==> src/hdl/swt_pkg.sv <==
// Shared types, codes and helpers for the shell word tokenizer.
// No dependencies; every other file of the block but swt_if imports this package.
`default_nettype none

package swt_pkg;

  // Argument limit: a byte that would start argument MAX_ARGS is an error.
  localparam int MAX_ARGS = 32;
  localparam int CNT_W    = $clog2(MAX_ARGS);
  localparam int MAX_RES  = 3;
  localparam int RES_W    = $clog2(MAX_RES + 1);

  // Scan modes
  localparam logic [1:0] MODE_GAP  = 2'd0;
  localparam logic [1:0] MODE_WORD = 2'd1;
  localparam logic [1:0] MODE_SQ   = 2'd2;
  localparam logic [1:0] MODE_DQ   = 2'd3;

  // Result kinds
  localparam logic [1:0] KIND_BYTE = 2'd0;
  localparam logic [1:0] KIND_END  = 2'd1;
  localparam logic [1:0] KIND_LINE = 2'd2;
  localparam logic [1:0] KIND_ERR  = 2'd3;

  // Characters
  localparam logic [7:0] CH_SPACE = 8'h20;
  localparam logic [7:0] CH_TAB   = 8'h09;
  localparam logic [7:0] CH_NL    = 8'h0a;
  localparam logic [7:0] CH_DQ    = 8'h22;
  localparam logic [7:0] CH_SQ    = 8'h27;
  localparam logic [7:0] CH_BSL   = 8'h5c;

  typedef struct packed {
    logic [7:0] text_byte;
    logic       line_done;
  } item_t;

  typedef struct packed {
    logic [1:0] kind;
    logic [7:0] out_byte;
  } res_t;

  // All results caused by one item, first result in r[0].
  typedef struct packed {
    logic [RES_W-1:0]       n;
    res_t [MAX_RES-1:0]     r;
    logic [4:0]             word_count;
  } bundle_t;

  function automatic logic is_sep(input logic [7:0] c);
    return (c == CH_SPACE) || (c == CH_TAB) || (c == CH_NL);
  endfunction

  // Low five bits of the argument count.
  function automatic logic [4:0] count5(input logic [CNT_W-1:0] w);
    logic [63:0] wide;
    wide = 64'(w);
    return wide[4:0];
  endfunction

endpackage

`default_nettype wire

==> src/hdl/swt_if.sv <==
// Valid/ready channel interfaces for the shell word tokenizer.
// Text bytes come in on swt_text_if, tokens leave on swt_token_if.
`default_nettype none

interface swt_text_if;
  logic       valid;
  logic       ready;
  logic [7:0] text_byte;
  logic       line_done;

  modport source (output valid, output text_byte, output line_done, input ready);
  modport sink   (input valid, input text_byte, input line_done, output ready);
endinterface

interface swt_token_if;
  logic       valid;
  logic       ready;
  logic [1:0] kind;
  logic [7:0] out_byte;
  logic [4:0] word_count;
  logic       last;

  modport source (output valid, output kind, output out_byte, output word_count,
                  output last, input ready);
  modport sink   (input valid, input kind, input out_byte, input word_count,
                  input last, output ready);
endinterface

`default_nettype wire

==> src/hdl/swt_parse.sv <==
// Scan state and per-byte decode of the shell word tokenizer.
// Depends on swt_pkg; turns one item into a bundle of up to three results.
`default_nettype none

module swt_parse (
  input  logic            clk,
  input  logic            rst,
  input  swt_pkg::item_t  item,
  input  logic            adv,
  output swt_pkg::bundle_t bundle
);
  import swt_pkg::*;

  logic [1:0]       scan_mode, scan_mode_next;
  logic             escape_pending, escape_pending_next;
  logic [CNT_W-1:0] words_seen, words_seen_next;
  logic             skip_to_end, skip_to_end_next;

  logic [RES_W-1:0] n;
  res_t [MAX_RES-1:0] r;
  logic [CNT_W-1:0] cnt;
  logic [1:0]       mode_eff;
  logic             esc_eff;
  logic             go;
  logic             handled;
  logic [7:0]       c;

  always_comb begin
    c                   = item.text_byte;
    scan_mode_next      = scan_mode;
    escape_pending_next = escape_pending;
    words_seen_next     = words_seen;
    skip_to_end_next    = skip_to_end;
    n                   = '0;
    r                   = '0;
    cnt                 = words_seen;
    mode_eff            = scan_mode;
    esc_eff             = escape_pending;
    go                  = 1'b0;
    handled             = 1'b0;

    if (item.line_done) begin
      if (skip_to_end) begin
        // error already reported: drop
      end else if (scan_mode == MODE_SQ || scan_mode == MODE_DQ) begin
        r[n].kind = KIND_ERR;
        n = n + 1'b1;
      end else begin
        if (scan_mode == MODE_WORD) begin
          if (escape_pending) begin
            r[n].kind     = KIND_BYTE;
            r[n].out_byte = CH_BSL;
            n = n + 1'b1;
          end
          r[n].kind = KIND_END;
          n = n + 1'b1;
        end
        r[n].kind = KIND_LINE;
        n = n + 1'b1;
      end
      scan_mode_next      = MODE_GAP;
      escape_pending_next = 1'b0;
      words_seen_next     = '0;
      skip_to_end_next    = 1'b0;
    end else if (!skip_to_end) begin
      go = 1'b1;
      if (scan_mode == MODE_GAP) begin
        if (is_sep(c)) begin
          go = 1'b0;
        end else if (words_seen >= CNT_W'(MAX_ARGS - 1)) begin
          r[n].kind = KIND_ERR;
          n = n + 1'b1;
          skip_to_end_next = 1'b1;
          go = 1'b0;
        end else begin
          words_seen_next = words_seen + 1'b1;
          cnt             = words_seen + 1'b1;
          mode_eff        = MODE_WORD;
          esc_eff         = 1'b0;
        end
      end
      if (go) begin
        scan_mode_next      = mode_eff;
        escape_pending_next = esc_eff;
        case (mode_eff)
          MODE_WORD: begin
            if (esc_eff) begin
              escape_pending_next = 1'b0;
              r[n].kind = KIND_BYTE; r[n].out_byte = c; n = n + 1'b1;
            end else if (c == CH_SQ) begin
              scan_mode_next = MODE_SQ;
            end else if (c == CH_DQ) begin
              scan_mode_next = MODE_DQ;
            end else if (is_sep(c)) begin
              r[n].kind = KIND_END; n = n + 1'b1;
              scan_mode_next = MODE_GAP;
            end else if (c == CH_BSL) begin
              escape_pending_next = 1'b1;
            end else begin
              r[n].kind = KIND_BYTE; r[n].out_byte = c; n = n + 1'b1;
            end
          end
          MODE_SQ: begin
            if (c == CH_SQ) begin
              scan_mode_next = MODE_WORD;
            end else begin
              r[n].kind = KIND_BYTE; r[n].out_byte = c; n = n + 1'b1;
            end
          end
          MODE_DQ: begin
            if (esc_eff) begin
              escape_pending_next = 1'b0;
              if (c == CH_DQ || c == CH_BSL) begin
                r[n].kind = KIND_BYTE; r[n].out_byte = c; n = n + 1'b1;
                handled = 1'b1;
              end else begin
                // backslash escapes nothing here: keep it
                r[n].kind = KIND_BYTE; r[n].out_byte = CH_BSL; n = n + 1'b1;
              end
            end
            if (!handled) begin
              if (c == CH_DQ) begin
                scan_mode_next = MODE_WORD;
              end else if (c == CH_BSL) begin
                escape_pending_next = 1'b1;
              end else begin
                r[n].kind = KIND_BYTE; r[n].out_byte = c; n = n + 1'b1;
              end
            end
          end
          default: begin
          end
        endcase
      end
    end

    bundle.n          = n;
    bundle.r          = r;
    bundle.word_count = count5(cnt);
  end

  always_ff @(posedge clk) begin
    if (rst) begin
      scan_mode      <= MODE_GAP;
      escape_pending <= 1'b0;
      words_seen     <= '0;
      skip_to_end    <= 1'b0;
    end else if (adv) begin
      scan_mode      <= scan_mode_next;
      escape_pending <= escape_pending_next;
      words_seen     <= words_seen_next;
      skip_to_end    <= skip_to_end_next;
    end
  end

endmodule

`default_nettype wire

==> src/hdl/swt_outq.sv <==
// Result register of the shell word tokenizer: holds one item's bundle and
// hands its results out one per accepted handshake. Depends on swt_pkg.
`default_nettype none

module swt_outq (
  input  logic             clk,
  input  logic             rst,
  input  swt_pkg::bundle_t bundle,
  input  logic             load,
  output logic             can_load,
  swt_token_if.source      token_ch
);
  import swt_pkg::*;

  logic [RES_W-1:0]   n;
  res_t [MAX_RES-1:0] e;
  logic [4:0]         cnt;
  logic               take;

  assign take     = token_ch.valid && token_ch.ready;
  assign can_load = (n == '0) || ((n == RES_W'(1)) && take);

  always_ff @(posedge clk) begin
    if (rst) begin
      n <= '0;
    end else if (load) begin
      n <= bundle.n;
    end else if (take) begin
      n <= n - 1'b1;
    end
  end

  // Shift the remaining results towards slot zero.
  always_ff @(posedge clk) begin
    if (load) begin
      e   <= bundle.r;
      cnt <= bundle.word_count;
    end else if (take) begin
      e[0] <= e[1];
      e[1] <= e[2];
    end
  end

  assign token_ch.valid      = (n != '0);
  assign token_ch.kind       = e[0].kind;
  assign token_ch.out_byte   = e[0].out_byte;
  assign token_ch.word_count = cnt;
  assign token_ch.last       = (e[0].kind == KIND_LINE) || (e[0].kind == KIND_ERR);

endmodule

`default_nettype wire

==> src/hdl/shell_word_tokenizer.sv <==
// Shell word tokenizer: splits a byte stream of command lines into arguments.
// Depends on swt_pkg, swt_if, swt_parse and swt_outq.
//
// Usage
//   text_ch carries one item per handshake: a text byte, or line_done to
//   close the line. token_ch returns argument bytes, end-of-argument marks,
//   and one line-finished (or parse error) result with last set per line.
//   Separators are space, tab and newline; single and double quotes group
//   text, and a backslash escapes as a small shell does.
// Timing
//   An accepted item sits in the input register, is decoded in a single
//   pass and is registered into the result register once that has room;
//   its first result is then offered on token_ch, straight from the result
//   register. One item is taken per cycle while results flow one per cycle
//   and each item causes at most one result; an item that causes two or
//   three results holds the input register until all but its last result
//   are taken, so the output handshake sets the sustained rate.
// Reset
//   rst (synchronous) returns the scanner to the between-words state with a
//   zero count and empties both registers.
// Stalls
//   While token_ch is held off, the result register holds its results and
//   the input register still takes one more item; text_ch.ready drops only
//   when both are full.
`default_nettype none

module shell_word_tokenizer (
  input  logic       clk,
  input  logic       rst,
  swt_text_if.sink   text_ch,
  swt_token_if.source token_ch
);
  import swt_pkg::*;

  logic             a_valid;
  item_t            a_item;
  logic             can_load;
  logic             adv;
  bundle_t          bundle;

  // Advance the held item into the result register when it has room.
  assign adv           = a_valid && can_load;
  assign text_ch.ready = !a_valid || can_load;

  always_ff @(posedge clk) begin
    if (rst) begin
      a_valid <= 1'b0;
    end else if (text_ch.valid && text_ch.ready) begin
      a_valid <= 1'b1;
    end else if (adv) begin
      a_valid <= 1'b0;
    end
  end

  always_ff @(posedge clk) begin
    if (text_ch.valid && text_ch.ready) begin
      a_item.text_byte <= text_ch.text_byte;
      a_item.line_done <= text_ch.line_done;
    end
  end

  swt_parse u_parse (
    .clk    (clk),
    .rst    (rst),
    .item   (a_item),
    .adv    (adv),
    .bundle (bundle)
  );

  swt_outq u_outq (
    .clk      (clk),
    .rst      (rst),
    .bundle   (bundle),
    .load     (adv),
    .can_load (can_load),
    .token_ch (token_ch)
  );

  // A held item that cannot advance stays put.
  a_hold: assert property (@(posedge clk) disable iff (rst)
    a_valid && !can_load |=> a_valid && $stable(a_item))
    else $error("input register lost or changed a stalled item");

  // Only argument bytes carry a character.
  a_byte_zero: assert property (@(posedge clk) disable iff (rst)
    token_ch.valid && token_ch.kind != KIND_BYTE |-> token_ch.out_byte == 8'd0)
    else $error("non-byte result carries a character");

  // Nothing is offered straight after reset.
  a_reset_idle: assert property (@(posedge clk)
    rst |=> !token_ch.valid && !a_valid)
    else $error("result offered after reset");

  // A stalled result holds until it is taken.
  a_out_hold: assert property (@(posedge clk) disable iff (rst)
    token_ch.valid && !token_ch.ready |=> token_ch.valid && $stable(token_ch.kind)
      && $stable(token_ch.out_byte))
    else $error("stalled result changed");

endmodule

`default_nettype wire

==> src/flat_wrapper.sv <==
// flat-port wrapper written by rule: the top's interface ports become plain ports
module shell_word_tokenizer_flat import swt_pkg::*;
  (clk, rst, text_ch_valid, text_ch_text_byte, text_ch_line_done, text_ch_ready, token_ch_valid, token_ch_kind, token_ch_out_byte, token_ch_word_count, token_ch_last, token_ch_ready);
  swt_text_if text_ch_i ();
  swt_token_if token_ch_i ();
  input  logic clk;
  input  logic rst;
  input wire logic [$bits(text_ch_i.valid)-1:0] text_ch_valid;
  input wire logic [$bits(text_ch_i.text_byte)-1:0] text_ch_text_byte;
  input wire logic [$bits(text_ch_i.line_done)-1:0] text_ch_line_done;
  output wire logic [$bits(text_ch_i.ready)-1:0] text_ch_ready;
  output wire logic [$bits(token_ch_i.valid)-1:0] token_ch_valid;
  output wire logic [$bits(token_ch_i.kind)-1:0] token_ch_kind;
  output wire logic [$bits(token_ch_i.out_byte)-1:0] token_ch_out_byte;
  output wire logic [$bits(token_ch_i.word_count)-1:0] token_ch_word_count;
  output wire logic [$bits(token_ch_i.last)-1:0] token_ch_last;
  input wire logic [$bits(token_ch_i.ready)-1:0] token_ch_ready;
  assign text_ch_i.valid = text_ch_valid;
  assign text_ch_i.text_byte = text_ch_text_byte;
  assign text_ch_i.line_done = text_ch_line_done;
  assign text_ch_ready = text_ch_i.ready;
  assign token_ch_valid = token_ch_i.valid;
  assign token_ch_kind = token_ch_i.kind;
  assign token_ch_out_byte = token_ch_i.out_byte;
  assign token_ch_word_count = token_ch_i.word_count;
  assign token_ch_last = token_ch_i.last;
  assign token_ch_i.ready = token_ch_ready;
  shell_word_tokenizer u_core (.clk(clk), .rst(rst), .text_ch(text_ch_i), .token_ch(token_ch_i));
endmodule
==> config.mk <==
export PLATFORM = sky130hd
export DESIGN_NAME = shell_word_tokenizer_flat
export DESIGN_NICKNAME = d
export VERILOG_FILES = /design/src/hdl/swt_pkg.sv /design/src/hdl/swt_if.sv /design/src/hdl/swt_parse.sv /design/src/hdl/swt_outq.sv /design/src/hdl/shell_word_tokenizer.sv /design/src/flat_wrapper.sv
export SDC_FILE = /design/constraint.sdc
export NUM_CORES = 1
export LEC_CHECK = 0
export ABC_AREA = 1
export BUFFER_PORTS_ARGS = -buffer_cell sky130_fd_sc_hd__buf_2
export CORE_UTILIZATION = 59
export CTS_CLUSTER_DIAMETER = 60
export DETAILED_ROUTE_END_ITERATION = 16
export HOLD_SLACK_MARGIN = 0.05
export PLACE_DENSITY = 0.8
export SYNTH_ARGS = -nofsm -noshare
export SYNTH_HDL_FRONTEND = slang
export SYNTH_SLANG_ARGS = --single-unit
==> constraint.sdc <==
create_clock -name clk -period 3.19 [get_ports clk]
set_clock_uncertainty 0.15 [all_clocks]
set_input_delay 0.638 -clock clk [delete_from_list [all_inputs] [get_ports clk]]
set_output_delay 0.638 -clock clk [all_outputs]
set_load 0.005 [all_outputs]
==> metrics.log <==
[metrics] outcome: finished, final reports clean
[metrics] weighted congestion at the end of routability-driven global placement: 0.931
[metrics] largest cells by area after synthesis: sky130_fd_sc_hd__edfxtp_1 (43%), sky130_fd_sc_hd__dfxtp_1 (7.9%), sky130_fd_sc_hd__nand2_1 (7.8%)
[metrics] Critical Path RT: 3.29 ns
[metrics] cell chosen for the clock root: sky130_fd_sc_hd__clkbuf_8
[metrics] number of ports placed on the die boundary: 31
[metrics] Detailed Route WL: 6.01 mm
[metrics] net count of the finished layout: 392
[metrics] classification of the worst setup path: reg -> reg
[metrics] cell row count: 25
[metrics] top flip-flop cell by instance count after synthesis: sky130_fd_sc_hd__edfxtp_1
[metrics] Post-CTS Setup Inserts: 0
[metrics] Power, Total: 2.19 mW
[metrics] VDD IR-drop max: 0.000333 V
[metrics] achievable frequency: 0.368 GHz
[metrics] pin count of the biggest net entering global routing: 28
[metrics] Clock transition at path regs: 0.10 ns
[metrics] count of pins over their slew limit: 0
[metrics] PD cells: 662 nW/um^2
[metrics] syn nets: 368
[metrics] clock tree from TritonCTS: done
[metrics] number of instances in the synthesized netlist: 347
[metrics] Die Height: 73.7 um
[metrics] number of buffers added to fix hold violations after cts: 0
[metrics] Initial Util: 62.6%
[metrics] R2R Setup Slk: 0.47 ns
[metrics] H-tree depth: 2
[metrics] first-pass GRT wire length: 9.89 mm
[metrics] total negative slack: 0 ns
[metrics] max-capacitance violation count: 0
[metrics] count of final setup violators: 0
[metrics] type of destination of the critical path: flop
[metrics] DRC violation count after routing: 0
[metrics] detailed-route via count: 2435
[metrics] Netlist Area Pre-Place: 3040 um^2
[metrics] global-route congestion overflow total: 0
[metrics] Resize count post-CTS: 0
[metrics] clock period minus worst slack: 2.72 ns
[metrics] area growth from synthesis to layout: 8.78%
[metrics] total leakage power: 1.42 nW
[metrics] critical path data arrival time: 2.82 ns
[metrics] Setup crit start kind: flop
[metrics] most instantiated cells after synthesis: sky130_fd_sc_hd__nand2_1 (63), sky130_fd_sc_hd__edfxtp_1 (43), sky130_fd_sc_hd__inv_1 (39)
[metrics] share of the synthesized area in the top cell type: 42.5%
[metrics] Routed wire per std cell: 13.7 um
[metrics] overall routing resource usage: 24.2%
[metrics] fraction of synthesis flops using an asynchronous set or reset pin: 0%
[metrics] Max-slew headroom: 42.8%
[metrics] post-DR vias/cell: 5.55
[metrics] Clock Latency Late Sink: 0.31 ns
[metrics] clock buffers created by TritonCTS: 5
[metrics] unrepaired setup endpoints after global routing: false
[metrics] hpwl dp: 4.46 mm
[metrics] kind of path behind the tightest hold check: in -> reg
[metrics] Max Buffers Root-to-Sink: 2
[metrics] Routed Antenna Nets: 0
[metrics] vias in the first global route: 2123
[metrics] Buffers on Ports: 30
[metrics] transition at the pin with the smallest max-transition slack: 0.857 ns
[metrics] count of unique library cells instantiated by Yosys: 33
[metrics] Hold Violations, Final: 0
[metrics] initial antenna violation count: 0
[metrics] die area: 5440 um^2
[metrics] count of synthesis-stage warnings from yosys: 0
[metrics] mean cell area of the mapped netlist: 8.75 um^2
[metrics] dominant cell type by area after synthesis: sky130_fd_sc_hd__edfxtp_1
[metrics] number of flip-flops and latches in the synthesized netlist: 55
[metrics] fraction of layout cells with a size suffix above 1: 19.4%
[metrics] number of antenna repair diodes: 0
[metrics] most instantiated library cell after synthesis: sky130_fd_sc_hd__nand2_1
[metrics] Crit Path Max Fanout: 5
[metrics] drt pass-1 iters: 5
[metrics] number of synthesized flops with an enable pin: 43
[metrics] die boundary width: 73.7 um
[metrics] portion of the clock cycle consumed by the worst path in the final layout: 85.1%
[metrics] number of DRC markers after the initial detailed-route iteration: 223
[metrics] floorplan core area: 4850 um^2
[metrics] Sinks on Clock Net: 55
[metrics] sequential cell area fraction in the yosys report: 50.4%
## layout by cell type, fill, tap and decap left out, types with 6 or more instances in the layout
master	instances
sky130_fd_sc_hd__nand2_1	63
sky130_fd_sc_hd__edfxtp_1	43
sky130_fd_sc_hd__inv_1	39
sky130_fd_sc_hd__nor2_1	31
sky130_fd_sc_hd__o21ai_0	30
sky130_fd_sc_hd__buf_2	30
sky130_fd_sc_hd__a21oi_1	29
sky130_fd_sc_hd__nand3_1	18
sky130_fd_sc_hd__dfxtp_1	12
sky130_fd_sc_hd__nor3_1	10
sky130_fd_sc_hd__ha_1	8
sky130_fd_sc_hd__o21ai_2	7
sky130_fd_sc_hd__inv_2	6
sky130_fd_sc_hd__nand2_2	6
## stage by stage
| step | setup WS (ns) | area [um^2] | instances | hold slack, ns | utilization (%) |
|---|---|---|---|---|---|
| 2_1_floorplan | 0.844 | 3040 | 347 | 0.343 | - |
| 3_3_place_gp | 0.672 | 3190 | 431 | 0.345 | 65.8 |
| 3_5_place_dp | 0.542 | 3190 | 431 | 0.359 | 65.8 |
| 4_1_cts | 0.512 | 3300 | 439 | 0.340 | 68.1 |
| 5_1_grt | 0.236 | 3300 | 439 | 0.334 | 68.1 |
| 6_report | 0.474 | 3300 | 439 | 0.345 | 68.1 |
## path summary, 6_finish.rpt
| check | cells past startpoint | end | start |
|---|---|---|---|
| worst min-delay path | 1 | u_core.a_item[0]$_DFFE_PP_ | text_ch_line_done |
| worst max-delay path | 18 | u_core.u_outq.n[0]$_SDFFE_PP0P_ | u_core.u_parse.words_seen[1]$_SDFFE_PP0P_ |
| worst max register to register | 18 | u_core.u_outq.n[0]$_SDFFE_PP0P_ | u_core.u_parse.words_seen[1]$_SDFFE_PP0P_ |
| worst min register to register | 2 | u_core.a_valid$_SDFFE_PP0P_ | u_core.a_valid$_SDFFE_PP0P_ |
## area by class of cell
cell class                      instances  area [um^2]
Sequential cell                        55         1530
Tap cell                               67         83.8
Multi-Input combinational cell        230         1230
Clock buffer                            5         68.8
Fill cell                             401         1550
Clock inverter                          3         46.3
Inverter                               48          185
Timing Repair Buffer                   31          158
## routing by layer
layer	GRT usage [%]	vias to the layer above	wire [um]
met5	0	-	0
met4	7.69	0	70
met2	37.1	102	2730
li1	-	1213	-
met1	35.2	1113	2850
met3	3.70	7	357
## power by group
part,switching [mW],total [mW],internal [mW]
combinational,0.386,0.591,0.205
sequential,0.0791,1.12,1.04
clock,0.236,0.473,0.237
total,0.702,2.19,1.48
## cell families (layout without fill, tap and decap cells)
logic type | Yosys count | count (layout) | share of synthesized area [%]
AO/OA/AOI/OAI | 78 | 78 | 14.7
buffers and inverters | 62 | 87 | 9.06
adder cells (fa/ha/maj) | 8 | 8 | 3.30
AND/OR/NAND/NOR | 144 | 144 | 22.5
flip-flops | 55 | 55 | 50.4
## critical path, cell delays in order (launching register included)
cell and delay [ns]:
sky130_fd_sc_hd__dfxtp_1 0.39, sky130_fd_sc_hd__ha_1 0.19, sky130_fd_sc_hd__inv_1 0.06, sky130_fd_sc_hd__nor3_1 0.18
sky130_fd_sc_hd__ha_1 0.23, sky130_fd_sc_hd__nor2_4 0.06, sky130_fd_sc_hd__nor2_1 0.16, sky130_fd_sc_hd__nand2_2 0.12
sky130_fd_sc_hd__inv_1 0.18, sky130_fd_sc_hd__ha_1 0.31, sky130_fd_sc_hd__nand2_1 0.09, sky130_fd_sc_hd__nand2_1 0.05
sky130_fd_sc_hd__nor2_1 0.09, sky130_fd_sc_hd__nor2_1 0.05, sky130_fd_sc_hd__nand2_1 0.07, sky130_fd_sc_hd__nand2_1 0.05
sky130_fd_sc_hd__nand2_1 0.05, sky130_fd_sc_hd__nand2_1 0.05, sky130_fd_sc_hd__a21oi_1 0.12
## flip-flops by register name, indices dropped and copies added, names as in the netlist
name                               cells
u_core.u_outq.token_ch.out_byte        8
u_core.u_outq.n                        2
u_core.a_item                          9
u_core.u_outq.token_ch.word_count      5
u_core.u_parse.skip_to_end             1
u_core.u_outq.e                       19
u_core.a_valid                         1
u_core.u_parse.words_seen              5
u_core.u_outq.token_ch.kind            2
u_core.u_parse.scan_mode               2
u_core.u_parse.escape_pending          1
(Power assumes the default switching activity.)
